`config.mk`:
```
export PLATFORM = sky130hd
export DESIGN_NAME = weighted_round_robin_selector_flat
export DESIGN_NICKNAME = d
export VERILOG_FILES = /design/src/rtl/wrr_pkg.sv /design/src/rtl/wrr_if.sv /design/src/rtl/weighted_round_robin_selector.sv /design/src/flat_wrapper.sv
export SDC_FILE = /design/constraint.sdc
export NUM_CORES = 1
export LEC_CHECK = 0
export BUFFER_PORTS_ARGS = -buffer_cell sky130_fd_sc_hd__buf_2
export CAP_MARGIN = 20
export CORE_ASPECT_RATIO = 1.25
export CORE_UTILIZATION = 54
export DETAILED_ROUTE_END_ITERATION = 12
export PLACE_DENSITY_LB_ADDON = 0.15
export SLEW_MARGIN = 25
export SYNTH_ARGS = -nofsm -noshare
export SYNTH_HDL_FRONTEND = slang
export SYNTH_SLANG_ARGS = --single-unit
```
`constraint.sdc`:
```
create_clock -name clk -period 4.9 [get_ports clk]
set_input_delay 0.245 -clock clk [delete_from_list [all_inputs] [get_ports clk]]
set_output_delay 0.245 -clock clk [all_outputs]
set_load 0.005 [all_outputs]
```
`src/rtl/wrr_pkg.sv`:
```
`timescale 1ns / 1ps

package wrr_pkg;

    // number of outputs served, at most eight
    localparam int NUM_OUTPUTS = 8;

    localparam int MAX_OUTPUTS = 8;
    localparam int PORT_W      = 3;
    localparam int WEIGHT_W    = 8;
    localparam int CREDIT_W    = 8;

    localparam int CFG_DATA_W  = 64;
    localparam int CFG_ADDR_W  = 4;

    typedef logic [MAX_OUTPUTS-1:0]               mask_t;
    typedef logic [PORT_W-1:0]                    port_t;
    typedef logic [CREDIT_W-1:0]                  credit_t;
    typedef logic [MAX_OUTPUTS-1:0][WEIGHT_W-1:0] weights_t;
    typedef logic [MAX_OUTPUTS-1:0][PORT_W-1:0]   order_t;

    // register map, selected by paddr[3]
    typedef enum logic
    {
        REG_WEIGHTS = 1'b0,
        REG_ORDER   = 1'b1
    } reg_sel_t;

    localparam weights_t WEIGHTS_RESET = 64'h0101_0101_0101_0101;
    localparam order_t   ORDER_RESET   = 24'hFA_C688;

endpackage

```
`src/rtl/wrr_if.sv`:
```
`timescale 1ns / 1ps

interface wrr_in_if;
    import wrr_pkg::*;

    logic  valid;
    logic  ready;
    mask_t ready_mask;

    modport source (output valid, output ready_mask, input ready);
    modport sink   (input valid, input ready_mask, output ready);
endinterface

interface wrr_out_if;
    import wrr_pkg::*;

    logic  valid;
    logic  ready;
    logic  has_target;
    port_t target;

    modport source (output valid, output has_target, output target, input ready);
    modport sink   (input valid, input has_target, input target, output ready);
endinterface

```
`src/rtl/weighted_round_robin_selector.sv`:
```
`timescale 1ns / 1ps
// an accepted input beat passes the input register, then the result register
// throughput: one beat per cycle unless the output stalls, set by the combinational
// credit scan between the input and result registers, which writes the credits back
// reset (rst_n low, asynchronous): pipeline empty, all credits zero, every weight one,
// scan order 0 to 7

module weighted_round_robin_selector
(
    input  logic                        clk,
    input  logic                        rst_n,

    wrr_in_if.sink                      in_ch,
    wrr_out_if.source                   out_ch,

    input  logic                        psel,
    input  logic                        penable,
    input  logic                        pwrite,
    input  logic [wrr_pkg::CFG_ADDR_W-1:0] paddr,
    input  logic [wrr_pkg::CFG_DATA_W-1:0] pwdata,
    output logic [wrr_pkg::CFG_DATA_W-1:0] prdata,
    output logic                        pready
);
    import wrr_pkg::*;

    // configuration registers
    weights_t weights_reg;
    order_t   order_reg;
    reg_sel_t reg_sel;
    logic     cfg_write;

    // input stage
    logic     s1_vld_reg;
    mask_t    s1_mask_reg;

    // result stage
    logic     out_vld_reg;
    logic     has_target_reg;
    logic     has_target_next;
    port_t    target_reg;
    port_t    target_next;

    // credit state, one counter per output
    credit_t  credits_reg  [NUM_OUTPUTS];
    credit_t  credits_next [NUM_OUTPUTS];

    // handshake
    logic     out_free;
    logic     s1_move;
    logic     in_take;

    // scan results
    logic     any_ready;
    logic     hit_found;
    port_t    hit_port;
    logic     refill_found;
    port_t    refill_port;

    //------------------------------------------------------------------
    // apb register port, always ready, write on the access phase
    //------------------------------------------------------------------
    assign pready    = 1'b1;
    assign reg_sel   = reg_sel_t'(paddr[3]);
    assign cfg_write = psel & penable & pwrite & pready;

    always_comb
    begin
        case (reg_sel)
            REG_WEIGHTS: prdata = weights_reg;
            REG_ORDER:   prdata = {{(CFG_DATA_W-$bits(order_t)){1'b0}}, order_reg};
            default:     prdata = '0;
        endcase
    end

    always_ff @(posedge clk or negedge rst_n)
    begin
        if (!rst_n)
        begin
            weights_reg <= WEIGHTS_RESET;
            order_reg   <= ORDER_RESET;
        end
        else if (cfg_write)
        begin
            case (reg_sel)
                REG_WEIGHTS: weights_reg <= pwdata;
                REG_ORDER:   order_reg   <= pwdata[$bits(order_t)-1:0];
                default:     ;
            endcase
        end
    end

    //------------------------------------------------------------------
    // flow control: the result register frees itself when its beat is
    // taken, so a new beat can be scanned while the old one leaves
    //------------------------------------------------------------------
    assign out_free    = !out_vld_reg || out_ch.ready;
    assign s1_move     = s1_vld_reg && out_free;
    assign in_take     = in_ch.valid && in_ch.ready;
    assign in_ch.ready = !s1_vld_reg || out_free;

    always_ff @(posedge clk or negedge rst_n)
    begin
        if (!rst_n)
        begin
            s1_vld_reg <= 1'b0;
        end
        else if (in_ch.ready)
        begin
            s1_vld_reg <= in_ch.valid;
        end
    end

    // mask register holds payload only
    always_ff @(posedge clk)
    begin
        if (in_take)
        begin
            s1_mask_reg <= in_ch.ready_mask;
        end
    end

    //------------------------------------------------------------------
    // priority scan: walk the scan positions once, tracking both the
    // first ready output with credit and the first ready output with a
    // nonzero weight (the pick after a refill)
    //------------------------------------------------------------------
    always_comb
    begin
        logic  elig;
        port_t o;

        any_ready    = 1'b0;
        hit_found    = 1'b0;
        hit_port     = '0;
        refill_found = 1'b0;
        refill_port  = '0;
        for (int pos = 0; pos < NUM_OUTPUTS; pos++)
        begin
            o    = order_reg[pos];
            // out-of-range output numbers are skipped, unused mask bits ignored
            elig = (int'(o) < NUM_OUTPUTS) && s1_mask_reg[o];
            if (elig)
            begin
                any_ready = 1'b1;
                if (!hit_found && (credits_reg[o] != '0))
                begin
                    hit_found = 1'b1;
                    hit_port  = o;
                end
                if (!refill_found && (weights_reg[o] != '0))
                begin
                    refill_found = 1'b1;
                    refill_port  = o;
                end
            end
        end
    end

    //------------------------------------------------------------------
    // credit update and result
    //------------------------------------------------------------------
    always_comb
    begin
        for (int i = 0; i < NUM_OUTPUTS; i++)
        begin
            credits_next[i] = credits_reg[i];
        end
        has_target_next = 1'b0;
        target_next     = '0;

        if (hit_found)
        begin
            // normal case: debit the first ready output that has credit
            credits_next[hit_port] = credits_reg[hit_port] - credit_t'(1);
            has_target_next        = 1'b1;
            target_next            = hit_port;
        end
        else if (any_ready)
        begin
            // ready outputs but no credit: reload all, then debit the pick
            for (int i = 0; i < NUM_OUTPUTS; i++)
            begin
                credits_next[i] = weights_reg[i];
            end
            if (refill_found)
            begin
                credits_next[refill_port] = weights_reg[refill_port] - credit_t'(1);
                has_target_next           = 1'b1;
                target_next               = refill_port;
            end
        end
    end

    always_ff @(posedge clk or negedge rst_n)
    begin
        if (!rst_n)
        begin
            for (int i = 0; i < NUM_OUTPUTS; i++)
            begin
                credits_reg[i] <= '0;
            end
        end
        else if (s1_move)
        begin
            for (int i = 0; i < NUM_OUTPUTS; i++)
            begin
                credits_reg[i] <= credits_next[i];
            end
        end
    end

    always_ff @(posedge clk or negedge rst_n)
    begin
        if (!rst_n)
        begin
            out_vld_reg <= 1'b0;
        end
        else if (out_free)
        begin
            out_vld_reg <= s1_vld_reg;
        end
    end

    always_ff @(posedge clk)
    begin
        if (s1_move)
        begin
            has_target_reg <= has_target_next;
            target_reg     <= target_next;
        end
    end

    assign out_ch.valid      = out_vld_reg;
    assign out_ch.has_target = has_target_reg;
    assign out_ch.target     = target_reg;

endmodule

```
`src/flat_wrapper.sv`:
```
// flat-port wrapper written by rule: the top's interface ports become plain ports
module weighted_round_robin_selector_flat import wrr_pkg::*;
  (clk, rst_n, psel, penable, pwrite, paddr, pwdata, prdata, pready, in_ch_valid, in_ch_ready_mask, in_ch_ready, out_ch_valid, out_ch_has_target, out_ch_target, out_ch_ready);
  wrr_in_if in_ch_i ();
  wrr_out_if out_ch_i ();
  input  logic clk;
  input  logic rst_n;
  input  logic psel;
  input  logic penable;
  input  logic pwrite;
  input  logic [wrr_pkg::CFG_ADDR_W-1:0] paddr;
  input  logic [wrr_pkg::CFG_DATA_W-1:0] pwdata;
  output logic [wrr_pkg::CFG_DATA_W-1:0] prdata;
  output logic pready;
  input wire logic [$bits(in_ch_i.valid)-1:0] in_ch_valid;
  input wire logic [$bits(in_ch_i.ready_mask)-1:0] in_ch_ready_mask;
  output wire logic [$bits(in_ch_i.ready)-1:0] in_ch_ready;
  output wire logic [$bits(out_ch_i.valid)-1:0] out_ch_valid;
  output wire logic [$bits(out_ch_i.has_target)-1:0] out_ch_has_target;
  output wire logic [$bits(out_ch_i.target)-1:0] out_ch_target;
  input wire logic [$bits(out_ch_i.ready)-1:0] out_ch_ready;
  assign in_ch_i.valid = in_ch_valid;
  assign in_ch_i.ready_mask = in_ch_ready_mask;
  assign in_ch_ready = in_ch_i.ready;
  assign out_ch_valid = out_ch_i.valid;
  assign out_ch_has_target = out_ch_i.has_target;
  assign out_ch_target = out_ch_i.target;
  assign out_ch_i.ready = out_ch_ready;
  weighted_round_robin_selector u_core (.clk(clk), .rst_n(rst_n), .in_ch(in_ch_i), .out_ch(out_ch_i), .psel(psel), .penable(penable), .pwrite(pwrite), .paddr(paddr), .pwdata(pwdata), .prdata(prdata), .pready(pready));
endmodule
```
==> run metrics <==
clk sinks=166; commonest cells after routing, fill and taps aside=294 x buf_4, 148 x buf_2, 136 x nand2_1; Final Cell Area=16700 um^2; placed cell area=15500 um^2; share of flip-flops with an asynchronous set or reset=0.928; Post-DRT Antenna Nets=0; crit path DAT=5.32 ns; crit end category=flip-flop; CTS Buf Count=17; Combinational Power Share=0.736; most common cell after layout, fill and taps aside=buf_4; Core Util, Final=0.745; Post-synth EDFFs=12; number of global-route vias before repair=13100; Worst VDD drop=2.61 mV; Layout Nets=1798; Pwr Total=0.0144 W; max-slew violation count=0; global route total overflow=0; Synth-to-Final Area Change=33.8%; I/O pin count=154; ys flop type=dfrtp_1; CP Launch Type=flip-flop; Post-DP HPWL=40.7 mm; crit path time final=4.98 ns; failing checks=negative setup slack; Iter 0 DRT Violations=1777; ant diodes=0; sequential cell area=4240 um^2; hold slack=0.0293 ns; Fin. Hold Viols=0; worst-skew pair later-pin latency=0.45 ns; PortBufs=149; initial core utilization=0.557; Clock power frac=0.099; RSZ-0062 raised after global routing=true; Worst path max stage delay=0.54 ns; DIE WIDTH=138 um; syn avg cell area=9.52 um^2; Crit Path Class=flip-flop to flip-flop; vias per inst=6.82; Die Span Y=172 um; pwr/cell area=861 nW/um^2; cells along the critical path=or4_1 -> buf_4 -> or2_1 -> mux4_2 -> and2_1 -> o21ai_1 -> o2111ai_1 -> o2111ai_2 -> and2_4 -> buf_4 -> mux2i_1 -> inv_1 -> mux2_2 -> xnor2_1 -> buf_4 -> mux2_1 -> a221oi_2 -> nor2_1; Fmax=201 MHz; # DRC=0; hold depth=2; GRT Resource Usage Total=0.441; Max clock buf depth=2; initial antenna violation count=0; Post-Syn Area=12500 um^2; DP Cell Count=1956; multi-input logic area=8150 um^2; Flop pwr share=0.165; share of layout cells above drive strength 1=0.435; Root Driver=clkbuf_16; drt wl/cell=26.7 um; WP data required=5.24 ns; Post-Route WL=53.7 mm; Yosys cell types=97; H-tree Lvls=4; LEAKAGE=7.34 nW; Seq cells post-synth=166; Reg clk slew, reported paths=0.08 ns; Post-Layout Cell Count=2008; CTS tree=built; slowest cell on the critical path=or4_1; Crit Path Max Fanout=8; Mapped Cells=1312; Clock Skew=0.0140 ns; gpl congestion=1.05; P_int=0.00745 W; Max-slew headroom=0.430; worst-margin pin slew=0.854 ns; Setup-failing EPs final=7; sequential share of the synthesized area=0.339; yosys warns=0; cells on worst reg2reg path=18; largest net degree at the start of global routing=97; HP Class=input port to flip-flop; Syn Nets=1397; Worst path most repeated cell=buf_4; Rows=61; vias post-DR=13700; fraction of power spent switching nets=0.482; total of fill cells in the finished design=1577; run status=finished with violations; max cap viols=0; CORE AREA=22400 um^2; die area=23700 um^2; P_sw=0.00694 W; first-pass GRT wire length=78.4 mm; setup ws final=-0.0760 ns; fin crit share=1.02; Pre-antenna DRT Iters=7
logic make-up after synthesis:
logic type / synth area share
fa+ha+maj: 0.00200
xor+xnor: 0.00821
compound gates: 0.175
buf+inv: 0.0369
other cells: 0.000300
simple gates: 0.207
flops: 0.339
mux: 0.231
through the flow:
step	setup TNS, ns	setup WS, ns
floorplan	0	0.350
global placement	-0.0455	-0.0234
detailed placement	-0.699	-0.134
CTS	0	0.000613
global route	-2.17	-0.149
finish	-0.294	-0.0760
path summary, 6_finish.rpt:
check,start,to,slack [ns]
setup / recovery,u_core.weights_reg[39]$_DFFE_PN0P_,u_core.credits_reg[58]$_DFFE_PN0P_,-0.08
hold / removal,pwdata[39],u_core.weights_reg[39]$_DFFE_PN0P_,0.03
setup reg to reg,u_core.weights_reg[39]$_DFFE_PN0P_,u_core.credits_reg[58]$_DFFE_PN0P_,-0.08
hold reg to reg,u_core.s1_vld_reg$_DFFE_PN0N_,u_core.out_ch.valid$_DFFE_PN0P_,0.52
max in group asynchronous,rst_n,u_core.order_reg[0]$_DFFE_PN0P_,3.60
min in group asynchronous,rst_n,u_core.credits_reg[62]$_DFFE_PN0P_,0.23
area by class of cell:
cell class | count | share of cell area
Multi-Input combinational cell | 1040 | 0.487
Clock buffer | 20 | 0.0273
Clock inverter | 11 | 0.00823
Inverter | 24 | 0.00539
Tap cell | 283 | 0.0212
Timing Repair Buffer | 464 | 0.197
Sequential cell | 166 | 0.254
critical path: cells and delay by family (launching register included):
family | cells | cell delay, ns
AOI/OAI and AO/OA | 4 | 0.79
xor gates and xnor gates | 1 | 0.16
buffers and inverters | 4 | 0.69
DFF | 1 | 0.38
muxes | 4 | 1.55
and+or+nand+nor | 5 | 1.29
what timing repair did:
action                                 in CTS  in global routing
resized for setup                           8                 66
gates cloned                                0                  2
endpoints found under the hold margin      97                  0
setup buffers                               2                  7
pin swaps                                   2                 14
setup endpoints to repair                  12                 54
hold buffers                                9                  0
power by group through the flow:
stage	Sequential, W	Clock (W)	Combinational, W
final	0.00237	0.00142	0.0106
after global routing	0.00239	0.00147	0.0110
after CTS	0.00230	0.00141	0.00961
after detailed placement	0.00232	0	0.00937
after global placement	0.00230	0	0.00922
after floorplan	0.00215	0	0.00485
Yosys cell counts (all sizes together) (7+ instances only):
cell type | number | share of area
mux2i | 92 | 0.074
nor3 | 31 | 0.014
mux4 | 20 | 0.036
edfxtp | 12 | 0.029
or3 | 7 | 0.0035
nand4b | 7 | 0.0061
and2 | 28 | 0.014
nand4 | 12 | 0.0060
o211ai | 16 | 0.010
o22ai | 21 | 0.011
o21ai | 69 | 0.028
mux2 | 135 | 0.12
dfstp | 20 | 0.042
o2111ai | 7 | 0.0049
or4 | 15 | 0.0093
a22oi | 18 | 0.011
a31oi | 11 | 0.0055
o221ai | 13 | 0.0091
nor4 | 33 | 0.021
a221o | 11 | 0.0088
inv | 23 | 0.0069
nor2b | 50 | 0.025
a211oi | 17 | 0.010
nand2 | 140 | 0.042
buf | 29 | 0.014
nand3 | 48 | 0.019
dfrtp | 134 | 0.27
o31ai | 9 | 0.0054
or2 | 12 | 0.0060
clkbuf | 53 | 0.016
nand2b | 15 | 0.0081
a21oi | 34 | 0.014
nor2 | 63 | 0.020
a221oi | 8 | 0.0085
layer usage:
layer  GRT usage  share of wire  vias to the layer above
met1       0.556           0.38                     6567
met4       0.251          0.063                        0
met5           0              0                        -
li1            -              -                     5809
met2       0.696           0.45                     1073
met3       0.107           0.11                      250
No activity file was read; power rests on OpenSTA's default activity.
